File: src/design/lcd4_pkg.sv
// ----------------------------------------------------------------------------
// lcd4_pkg
// Shared types, constants and helpers for the 4-bit character LCD interface.
// ----------------------------------------------------------------------------
package lcd4_pkg;

  // Command modes
  localparam logic [1:0] MODE_SEND   = 2'd0;
  localparam logic [1:0] MODE_INIT   = 2'd1;
  localparam logic [1:0] MODE_CLEAR  = 2'd2;
  localparam logic [1:0] MODE_CURSOR = 2'd3;

  // Config register map
  localparam logic CFG_IDX_CPU = 1'b0;
  localparam logic [7:0] CPU_RESET = 8'd50;

  // Instruction bytes and address bases
  localparam logic [7:0] INS_CLEAR    = 8'h01;
  localparam logic [7:0] INS_FUNC_4B  = 8'h28;
  localparam logic [7:0] INS_DISP_ON  = 8'h0c;
  localparam logic [7:0] INS_ENTRY    = 8'h06;
  localparam logic [7:0] BASE_LINE1   = 8'h80;
  localparam logic [7:0] BASE_LINE2   = 8'hc0;
  localparam logic [1:0] LINE_ONE     = 2'd1;
  localparam logic [1:0] LINE_TWO     = 2'd2;

  // Hold times in microseconds
  localparam logic [12:0] HOLD_SETUP  = 13'd100;
  localparam logic [12:0] HOLD_PULSE  = 13'd25;
  localparam logic [12:0] HOLD_NONE   = 13'd0;
  localparam logic [12:0] HOLD_TAIL   = 13'd40;
  localparam logic [12:0] HOLD_CLEAR  = 13'd2040;
  localparam logic [12:0] HOLD_POWER  = 13'd5000;
  localparam logic [12:0] HOLD_WAKE2  = 13'd1000;

  // Power-up sequence segments
  localparam logic [2:0] SEG_POWER    = 3'd0;
  localparam logic [2:0] SEG_NIB_LAST = 3'd3;
  localparam logic [2:0] SEG_CLEAR    = 3'd6;
  localparam logic [2:0] SEG_FINAL    = 3'd7;

  // Phase index inside a segment
  localparam logic [2:0] SUB_SETUP    = 3'd0;
  localparam logic [2:0] SUB_HI_EN    = 3'd1;
  localparam logic [2:0] SUB_HI_OFF   = 3'd2;
  localparam logic [2:0] SUB_LO_EN    = 3'd3;
  localparam logic [2:0] SUB_LO_OFF   = 3'd4;

  typedef enum logic [1:0] {
    ST_IDLE,
    ST_EMIT,
    ST_HOLD
  } lcd4_state_e;

  typedef struct packed {
    logic        start;
    logic [12:0] hold_us;
  } lcd4_tmr_req_t;

  // Byte sent by byte segment 4..7 of the power-up sequence
  function automatic logic [7:0] init_byte(input logic [2:0] seg);
    logic [7:0] b;
    unique case (seg[1:0])
      2'd0:    b = INS_FUNC_4B;
      2'd1:    b = INS_DISP_ON;
      2'd2:    b = INS_CLEAR;
      default: b = INS_ENTRY;
    endcase
    return b;
  endfunction

endpackage

File: src/design/char_lcd_nibble_interface.sv
// ----------------------------------------------------------------------------
// char_lcd_nibble_interface
// HD44780-style 4-bit LCD driver: turns commands into timed pin phases.
// ----------------------------------------------------------------------------
// Usage:
//  - Slave stream takes one command item: tuser = {register_select, mode},
//    tdata = {column_offset, line_number, data_byte}. tready is high only
//    while the block is idle.
//  - Master stream gives one item per pin phase: rs, enable, data lines and
//    hold time; tlast marks the final phase of the command. Send, clear and
//    cursor give 5 phases, initialise gives 27.
//  - After each phase item is taken, the phase is held for hold_time_us
//    microseconds, counted by one shared timer whose prescaler is set by
//    clocks_per_microsecond. A zero hold time or a zero rate gives no wait.
//  - A stalled master holds the phase item; the hold starts once taken.
//  - Reset: pins go low, rate register to 50, block idle and ready.
//  - Config: APB register 0 at address 0, clocks_per_microsecond[7:0].
// ----------------------------------------------------------------------------
module char_lcd_nibble_interface (
  input  logic        clk_i,
  input  logic        rst_ni,
  // APB config
  input  logic        psel,
  input  logic        penable,
  input  logic        pwrite,
  input  logic [2:0]  paddr,
  input  logic [31:0] pwdata,
  output logic [31:0] prdata,
  output logic        pready,
  // command stream
  input  logic        s_axis_tvalid,
  output logic        s_axis_tready,
  input  logic [23:0] s_axis_tdata,  // [7:0] data_byte, [9:8] line_number,
                                     // [17:10] column_offset, rest zero
  input  logic [2:0]  s_axis_tuser,  // [1:0] mode, [2] register_select
  // phase stream
  output logic        m_axis_tvalid,
  input  logic        m_axis_tready,
  output logic [23:0] m_axis_tdata,  // [0] rs_pin, [1] enable_pin,
                                     // [5:2] data_pins, [18:6] hold_time_us
  output logic        m_axis_tlast   // last_phase
);
  import lcd4_pkg::*;

  lcd4_state_e state_q, state_d;

  logic [7:0] cpu_q;
  logic       rs_q;       // current rs pin level
  logic [3:0] dat_q;      // current data pin levels

  // command latched at accept
  logic       init_q;
  logic       clear_q;
  logic       sel_q;
  logic [7:0] byte_q;

  logic [2:0] seg_q, seg_d;
  logic [2:0] sub_q, sub_d;

  lcd4_tmr_req_t tmr_req;
  logic          tmr_busy;

  // ---------------------------------------------------------------- APB
  logic cfg_wr;
  assign cfg_wr = psel && penable && pwrite;
  assign pready = 1'b1;
  assign prdata = (paddr[2] == CFG_IDX_CPU) ? {24'd0, cpu_q} : 32'd0;

  // ---------------------------------------------------------------- input
  logic [1:0] in_mode;
  logic       in_sel;
  logic [7:0] in_byte;
  logic [1:0] in_line;
  logic [7:0] in_col;
  logic [7:0] cur_base;
  logic       in_acc;

  assign in_mode = s_axis_tuser[1:0];
  assign in_sel  = s_axis_tuser[2];
  assign in_byte = s_axis_tdata[7:0];
  assign in_line = s_axis_tdata[9:8];
  assign in_col  = s_axis_tdata[17:10];
  assign in_acc  = s_axis_tvalid && s_axis_tready;

  always_comb begin
    priority if (in_line == LINE_ONE) cur_base = BASE_LINE1;
    else if (in_line == LINE_TWO)     cur_base = BASE_LINE2;
    else                              cur_base = 8'h00;
  end

  // ---------------------------------------------------------------- phase
  logic        is_power, is_nib, seg_last_sub, ph_last;
  logic [7:0]  cur_byte;
  logic        cur_tail, cur_sel;
  logic        ph_rs, ph_en;
  logic [3:0]  ph_dat;
  logic [12:0] ph_hold;
  logic [3:0]  nib_val;
  logic [12:0] nib_after;

  always_comb begin
    is_power  = init_q && (seg_q == SEG_POWER);
    is_nib    = init_q && (seg_q != SEG_POWER) && (seg_q <= SEG_NIB_LAST);
    cur_byte  = init_q ? init_byte(seg_q) : byte_q;
    cur_tail  = init_q ? (seg_q == SEG_CLEAR) : clear_q;
    cur_sel   = init_q ? 1'b0 : sel_q;
    nib_val   = (seg_q == SEG_NIB_LAST) ? 4'h2 : 4'h3;
    nib_after = (seg_q == SEG_NIB_LAST) ? HOLD_WAKE2 : HOLD_POWER;

    ph_rs = rs_q;
    ph_en = 1'b0;
    ph_dat = dat_q;
    ph_hold = HOLD_NONE;
    seg_last_sub = 1'b0;
    if (is_power) begin
      ph_dat = 4'h0;
      ph_hold = HOLD_POWER;
      seg_last_sub = 1'b1;
    end else if (is_nib) begin
      ph_en = (sub_q == SUB_SETUP);
      ph_dat = nib_val;
      ph_hold = ph_en ? HOLD_PULSE : nib_after;
      seg_last_sub = (sub_q != SUB_SETUP);
    end else begin
      unique case (sub_q)
        SUB_SETUP: begin
          ph_rs = cur_sel;
          ph_hold = HOLD_SETUP;
        end
        SUB_HI_EN: begin
          ph_en = 1'b1;
          ph_dat = cur_byte[7:4];
          ph_hold = HOLD_PULSE;
        end
        SUB_HI_OFF: begin
          ph_dat = cur_byte[7:4];
        end
        SUB_LO_EN: begin
          ph_en = 1'b1;
          ph_dat = cur_byte[3:0];
          ph_hold = HOLD_PULSE;
        end
        default: begin
          ph_dat = cur_byte[3:0];
          ph_hold = cur_tail ? HOLD_CLEAR : HOLD_TAIL;
          seg_last_sub = 1'b1;
        end
      endcase
    end
    ph_last = seg_last_sub && (!init_q || (seg_q == SEG_FINAL));
  end

  // ---------------------------------------------------------------- sequencer
  logic out_acc;
  assign out_acc = m_axis_tvalid && m_axis_tready;

  always_comb begin
    state_d = state_q;
    seg_d   = seg_q;
    sub_d   = sub_q;
    tmr_req.start   = 1'b0;
    tmr_req.hold_us = ph_hold;
    unique case (state_q)
      ST_IDLE: begin
        if (in_acc) begin
          state_d = ST_EMIT;
          seg_d   = SEG_POWER;
          sub_d   = SUB_SETUP;
        end
      end
      ST_EMIT: begin
        if (out_acc) begin
          tmr_req.start = 1'b1;
          state_d = ST_HOLD;
        end
      end
      default: begin
        if (!tmr_busy) begin
          if (ph_last) begin
            state_d = ST_IDLE;
          end else if (seg_last_sub) begin
            seg_d   = seg_q + 3'd1;
            sub_d   = SUB_SETUP;
            state_d = ST_EMIT;
          end else begin
            sub_d   = sub_q + 3'd1;
            state_d = ST_EMIT;
          end
        end
      end
    endcase
  end

  always_ff @(posedge clk_i or negedge rst_ni) begin
    if (!rst_ni) begin
      state_q <= ST_IDLE;
      seg_q   <= '0;
      sub_q   <= '0;
      cpu_q   <= CPU_RESET;
      rs_q    <= 1'b0;
      dat_q   <= '0;
    end else begin
      state_q <= state_d;
      seg_q   <= seg_d;
      sub_q   <= sub_d;
      if (cfg_wr && (paddr[2] == CFG_IDX_CPU)) begin
        cpu_q <= pwdata[7:0];
      end
      if (out_acc) begin
        rs_q  <= ph_rs;
        dat_q <= ph_dat;
      end
    end
  end

  // command payload
  always_ff @(posedge clk_i) begin
    if (in_acc) begin
      init_q  <= (in_mode == MODE_INIT);
      clear_q <= (in_mode == MODE_CLEAR);
      sel_q   <= (in_mode == MODE_SEND) ? in_sel : 1'b0;
      unique case (in_mode)
        MODE_SEND:   byte_q <= in_byte;
        MODE_CURSOR: byte_q <= cur_base + in_col;
        default:     byte_q <= INS_CLEAR;
      endcase
    end
  end

  lcd4_timer u_timer (
    .clk_i  (clk_i),
    .rst_ni (rst_ni),
    .cpu_i  (cpu_q),
    .req_i  (tmr_req),
    .busy_o (tmr_busy)
  );

  // ---------------------------------------------------------------- ports
  assign s_axis_tready = (state_q == ST_IDLE);
  assign m_axis_tvalid = (state_q == ST_EMIT);
  assign m_axis_tdata  = {5'd0, ph_hold, ph_dat, ph_en, ph_rs};
  assign m_axis_tlast  = ph_last;

  // ---------------------------------------------------------------- checks
  a_no_overlap: assert property (@(posedge clk_i) disable iff (!rst_ni)
    !(s_axis_tready && m_axis_tvalid))
    else $error("input ready while a phase is pending");

  a_first_phase: assert property (@(posedge clk_i) disable iff (!rst_ni)
    in_acc |=> (m_axis_tvalid && (seg_q == SEG_POWER) && (sub_q == SUB_SETUP)))
    else $error("command did not start at its first phase");

  a_pulse_width: assert property (@(posedge clk_i) disable iff (!rst_ni)
    (m_axis_tvalid && ph_en) |-> (ph_hold == HOLD_PULSE))
    else $error("enable pulse with wrong hold");

  a_end_idle: assert property (@(posedge clk_i) disable iff (!rst_ni)
    (state_q == ST_HOLD && !tmr_busy && ph_last) |=> s_axis_tready)
    else $error("block not idle after last phase");

endmodule

File: src/design/lcd4_timer.sv
// ----------------------------------------------------------------------------
// lcd4_timer
// Phase hold timer: microsecond prescaler plus a microsecond down-counter.
// ----------------------------------------------------------------------------
module lcd4_timer (
  input  logic                   clk_i,
  input  logic                   rst_ni,
  input  logic [7:0]             cpu_i,
  input  lcd4_pkg::lcd4_tmr_req_t req_i,
  output logic                   busy_o
);
  import lcd4_pkg::*;

  logic        busy_q, busy_d;
  logic [12:0] us_q, us_d;
  logic [7:0]  pre_q, pre_d;

  always_comb begin
    busy_d = busy_q;
    us_d   = us_q;
    pre_d  = pre_q;
    if (req_i.start) begin
      // zero hold or zero rate: nothing to wait for
      busy_d = (req_i.hold_us != HOLD_NONE) && (cpu_i != 8'd0);
      us_d   = req_i.hold_us;
      pre_d  = cpu_i - 8'd1;
    end else if (busy_q) begin
      if (pre_q == 8'd0) begin
        pre_d = cpu_i - 8'd1;
        if (us_q == 13'd1) begin
          busy_d = 1'b0;
        end else begin
          us_d = us_q - 13'd1;
        end
      end else begin
        pre_d = pre_q - 8'd1;
      end
    end
  end

  always_ff @(posedge clk_i or negedge rst_ni) begin
    if (!rst_ni) begin
      busy_q <= 1'b0;
      us_q   <= '0;
      pre_q  <= '0;
    end else begin
      busy_q <= busy_d;
      us_q   <= us_d;
      pre_q  <= pre_d;
    end
  end

  assign busy_o = busy_q;

endmodule
File: config.mk
export PLATFORM = sky130hd
export DESIGN_NAME = char_lcd_nibble_interface
export DESIGN_NICKNAME = d
export VERILOG_FILES = /design/src/design/lcd4_pkg.sv /design/src/design/char_lcd_nibble_interface.sv /design/src/design/lcd4_timer.sv
export SDC_FILE = /design/constraint.sdc
export NUM_CORES = 1
export LEC_CHECK = 0
export BUFFER_PORTS_ARGS = -buffer_cell sky130_fd_sc_hd__buf_2
export CAP_MARGIN = 40
export CORE_MARGIN = 8
export CORE_UTILIZATION = 58
export CTS_BUF_LIST = sky130_fd_sc_hd__clkbuf_4 sky130_fd_sc_hd__clkbuf_8
export DETAILED_ROUTE_END_ITERATION = 10
export GPL_TIMING_DRIVEN = 0
export PLACE_DENSITY_LB_ADDON = 0.05
export SYNTH_ARGS = -nofsm -noshare
export SYNTH_HDL_FRONTEND = slang
export SYNTH_HIERARCHICAL = 1
export SYNTH_SLANG_ARGS = --single-unit
File: constraint.sdc
create_clock -name clk_i -period 4.3 [get_ports clk_i]
set_input_delay 1.29 -clock clk_i [delete_from_list [all_inputs] [get_ports clk_i]]
set_output_delay 1.29 -clock clk_i [all_outputs]
set_load 0.02 [all_outputs]
* After elaboration in Yosys (flattened, before gate mapping)
Index checks and enable logic that the tools add are counted.
** Storage, ports and cells
- Register bits :: 54
- Latch bits :: 0
- RAM bits :: 0
- Bits in read-only memories :: 0
- Input port bits :: 69
- Memories kept :: 0
** Cells by class
- $add $sub $neg :: 6
- Multipliers :: 0
- Div/mod/pow operators :: 0
- $lt $le $gt $ge :: 1
- Equality and inequality tests :: 21
- Shift operators :: 0
- Mux-type cells :: 54
- Bitwise gates (word level) :: 2
- Reduce and logical (&&, ||, !) cells :: 32
** Operators with widths (number)
- 13-bit 2-to-1 mux :: 8
- 8-bit 2-to-1 mux :: 7
- 11-bit case mux with 3 select lines :: 1
- 3-bit 2-to-1 mux :: 7
- 1-bit 2-to-1 mux :: 19
- 6-bit case mux with 3 select lines :: 1
- 8-bit case mux with 2 select lines :: 1
- 8-bit by 1-bit subtractor with 8-bit output (second input constant) :: 2
- 13-bit by 1-bit equality test with 1-bit output (second input constant) :: 1
- 13-bit nonzero test :: 1
- 13-bit by 1-bit subtractor with 13-bit output (second input constant) :: 1
- 3-bit case mux with 2 select lines :: 2
- 11-bit 2-to-1 mux :: 1
- 1-bit logical AND :: 10
- 3-bit by 2-bit equality test with 1-bit output (second input constant) :: 3
- 8-bit adder :: 1
- 2-bit by 1-bit equality test with 1-bit output (second input constant) :: 4
- 2-bit equality test (second input constant) :: 4
- 8-bit logical NOT :: 1
- 4-bit 2-to-1 mux :: 2
- 4-bit case mux with 2 select lines :: 1
- 8-bit nonzero test :: 1
- 3-bit by 1-bit adder with 3-bit output (second input constant) :: 2
- 3-bit equality test (second input constant) :: 2
- other kinds (19) :: 33

* Logic depth before layout (Yosys ltp)
- Depth after elaboration :: 9
- Gate-level depth with buffers :: 11
- Depth with buffers taken out :: 10

* Hierarchy
The synthesis kept the hierarchy.
** By module, submodules not included
- char_lcd_nibble_interface :: times used 1, cells an instance 249, area each 2441.1 um^2, sequential area each 859.6 um^2
- lcd4_timer :: times used 1, cells an instance 206, area each 1679.1 um^2, sequential area each 550.5 um^2

* Worst setup path before layout
Ideal clock, no wire load.
- Kind :: flip-flop to output port
- Start :: register seg_q[0]
- End :: output port m_axis_tdata[0]
- Arrival :: 2.363 ns
- Path slack :: 0.647 ns
- Stages on the path, launching flop included :: 8
- Buffers on the path :: 2
- Cells stage by stage :: dfrtp_1 ha_1 ha_1 o311a_4 buf_6 nor2_1 mux2_2 buf_4
** On the way
- Word-level cells in the longest chain between the ends :: 5
** RTL lines
- from (decl) :: line char_lcd_nibble_interface.sv:57 : logic [2:0] seg_q, seg_d;
- from (signal assigned) :: line char_lcd_nibble_interface.sv:204 : seg_q <= seg_d;
- parallel branches: the longest is 4 deep, another holds 3-bit by 2-bit less-or-equal comparator with 1-bit output
- 1-bit 2-to-1 mux * :: line char_lcd_nibble_interface.sv:115 : if (is_power) begin
- to (decl) :: line char_lcd_nibble_interface.sv:39 : output logic [23:0] m_axis_tdata,
Every way passes the cells marked *.

* Worst setup path in the final report
- Start :: register seg_q[0]
- End :: output port m_axis_tdata[15]
** On the way
- Word-level cells in the longest chain between the ends :: 6
** RTL lines
- 3-bit equality test :: line char_lcd_nibble_interface.sv:105 : cur_tail = init_q ? (seg_q == SEG_CLEAR) : clear_q;
- 1-bit 2-to-1 mux :: line char_lcd_nibble_interface.sv:105
- 11-bit 2-to-1 mux :: line char_lcd_nibble_interface.sv:145 : ph_hold = cur_tail ? HOLD_CLEAR : HOLD_TAIL;
- 11-bit case mux with 3 select lines :: line char_lcd_nibble_interface.sv:125 : unique case (sub_q)
- 13-bit 2-to-1 mux :: line char_lcd_nibble_interface.sv:119 : end else if (is_nib) begin
- 13-bit 2-to-1 mux * :: line char_lcd_nibble_interface.sv:115
Every way passes the cells marked *; elsewhere a longest branch is shown, timed or not.

==> impl_metrics.ini <==
[synth]
synth_edf_count = 11
ys_types = 72
syn_inst = 455
ys_seq_area_share_pct = 34.2
synth.avg_cell_area_um2 = 9.06
yosys_most_used_dff = dfrtp_1
synth_top_cell_area_share_pct = 24.3
yosysTopAreaCell = dfrtp_1
ys_seq_elements = 54
yosysWarnings = 6
netlist_area_mm2 = 0.00412
async_flop_share_pct = 79.6
yosys-top-cells-area = dfrtp_1, edfxtp_1, ha_1

[setup_path]
end_kind = primary output
reg2reg_depth = 9
worstReg2RegStart = seg_q[0]
crit_path_start = seg_q[0]
crit_arrival_ps = 2760
start_kind = flip-flop
crit_fanout = 10
path_class = reg2out
cp_data_required_time_ps = 3010

[drt]
vias_per_cell = 5.57
vias = 3668
ant_nets = 0
drc_errors = 0
drt-total-wl_um = 9930
routedWlPerCell_um = 15.1
drtIter0Drc = 203
drtPass1Iterations = 4

[floorplanning]
die_h_um = 100
fp.dieW_um = 100
std_cell_rows = 30
core_area_mm2 = 0.00683
dieArea_mm2 = 0.0101
start_util_pct = 60.3
io_pins = 129

[sta]
worst_pin_slew_ps = 734
fin_ws_ps = 248
hold_slack_ps = 495
final.setup.tns_ps = 0
slew_headroom_pct = 50.6
setup_viol = 0
fmax_mhz = 247
fin_skew_ps = 12.7
fin_crit_ps = 4050
slew_violations = 0
hold_viol = 0
rsz0062_at_grt = false
fin_crit_sh_pct = 94.2

[finish]
fin_nets = 655
areaGrowthSynthToFinish_pct = 16.7
final_cell_mix = buf_2, nor2_1, dfrtp_1
fin_util_pct = 70.4
layout_commonest_cell = buf_2
design_area_mm2 = 0.00481
insertedDiodeCount = 0
drive_above_1_share_pct = 26.9

[worst_hold_path]
hold_start = dat_q[3]
worstHoldPathCells = 2
min_path_type = reg2reg

[place]
place_hpwl_um = 7740
routabilityCongestion = 0.876
portBuffers = 64
place_ws_ps = 497
placed_area_mm2 = 0.00471

[clock_network]
cts_tree = yes
clock_latency_ps = 320
clockBufferDepth = 2
cts_root_buf = clkbuf_8
htreeDepth = 2
cts_made_buffers = 5
cts_num_sinks = 54
cts.reportedPaths.clkPinSlew_ps = 110
postCtsHoldBufs = 0

[power_and_ir_drop]
leakagePower_nw = 2.18
pwr_density_cell_mw_per_mm2 = 219
peakVddDrop_mv = 0.312

[global_route]
grt_max_degree = 36
grt_overflow_total = 0
grt_use_total_pct = 20.2
grt_pass1_wl_um = 16900
grt_pass1_vias = 3673
antenna_found_initial = 0

[status]
outcome = complete, no violations

[job]
maxCapViolations = 0
critical path, stage by stage (launching register included):
cell and delay (ps):
dfrtp_1 490, ha_1 270, ha_1 280, o311a_4 420
buf_6 150, and2_2 220, o21bai_2 290, buf_4 190
buf_2 150
where the power goes:
part	total, mW	internal (mW)	switching, mW
logic	0.178	0.0840	0.0941
registers	0.566	0.544	0.0224
clock network	0.307	0.121	0.185
cell type report:
type,instances,area [um^2]
buffer,56,360
clock buffer,5,68.8
clock inverter,3,26.3
fill,599,2020
inverter,27,101
multi-input combinational,352,2380
sequential,54,1410
tap,96,120
timing repair buffer,65,340
worst paths after layout:
path,endpoint,slack (ps)
setup / recovery,m_axis_tdata[15],250
hold / removal,dat_q[3],490
setup reg to reg,u_timer/busy_o,1400
hold reg to reg,dat_q[3],490
max in group asynchronous,cpu_q[5],2950
min in group asynchronous,sub_q[1],810
cell usage after synthesis, types with 3 or more instances:
master     count
a211oi_1       3
edfxtp_1      11
nor2_1        43
dfrtp_1       40
inv_1         26
o2111ai_1      5
nand2b_1       6
o31a_1         3
buf_4         36
o211ai_1       5
xnor2_1        3
buf_2          6
a2111oi_0      3
nor3_1        15
a22oi_1        8
a221o_1        5
o22ai_1        4
nor2b_1       16
o21ai_0        9
a21oi_1       13
a221oi_1       3
nand2_1       32
mux2_2        13
o31ai_1        7
clkbuf_1      13
dfstp_2        3
or4_1          6
o21a_1         4
nand3_1       12
xor2_1         3
a31oi_1        5
nor4_1         4
nand4_1        5
or3_1          6
ha_1          25
mux2i_1        6
o211a_1        3
sequential cells by signal, indices dropped and copies added, names as in the netlist:
register and flops:
byte_q 8, clear_q 1, cpu_q 8, dat_q 4
init_q 1, rs_q 1, seg_q 3, sel_q 1
state_q 2, sub_q 3, u_timer/busy_o 1, u_timer/pre_q 8
u_timer/us_q 13
what timing repair did:
action | CTS | global route
resized for setup | 0 | 2
setup buffers | 0 | 0
endpoints found under the setup margin | 0 | 4
endpoints found under the hold margin | 0 | 0
through the flow:
stage	std cells	power (mW)
final	658	1.05
after floorplan	489	0.698
after global routing	658	1.11
after CTS	658	1.06
after global placement	649	0.749
after detailed placement	650	0.754
metal layers:
metal	GRT usage [%]	wire length (um)	vias to the layer above
met5	0	0	-
met4	5.23	113	0
met3	4.91	844	15
met2	32.6	4440	171
met1	26.3	4530	1683
li1	-	-	1799
logic make-up after synthesis:
group | count (synthesis) | share of synthesized area [%]
buffers and inverters | 83 | 11.2
and+or+nand+nor | 162 | 20.3
DFF | 54 | 34.2
other | 2 | 0.182
AOI/OAI and AO/OA | 104 | 20.3
adders and majority gates | 25 | 7.59
xor gates and xnor gates | 6 | 1.28
muxes | 19 | 5.01
(Power assumes the default switching activity.)
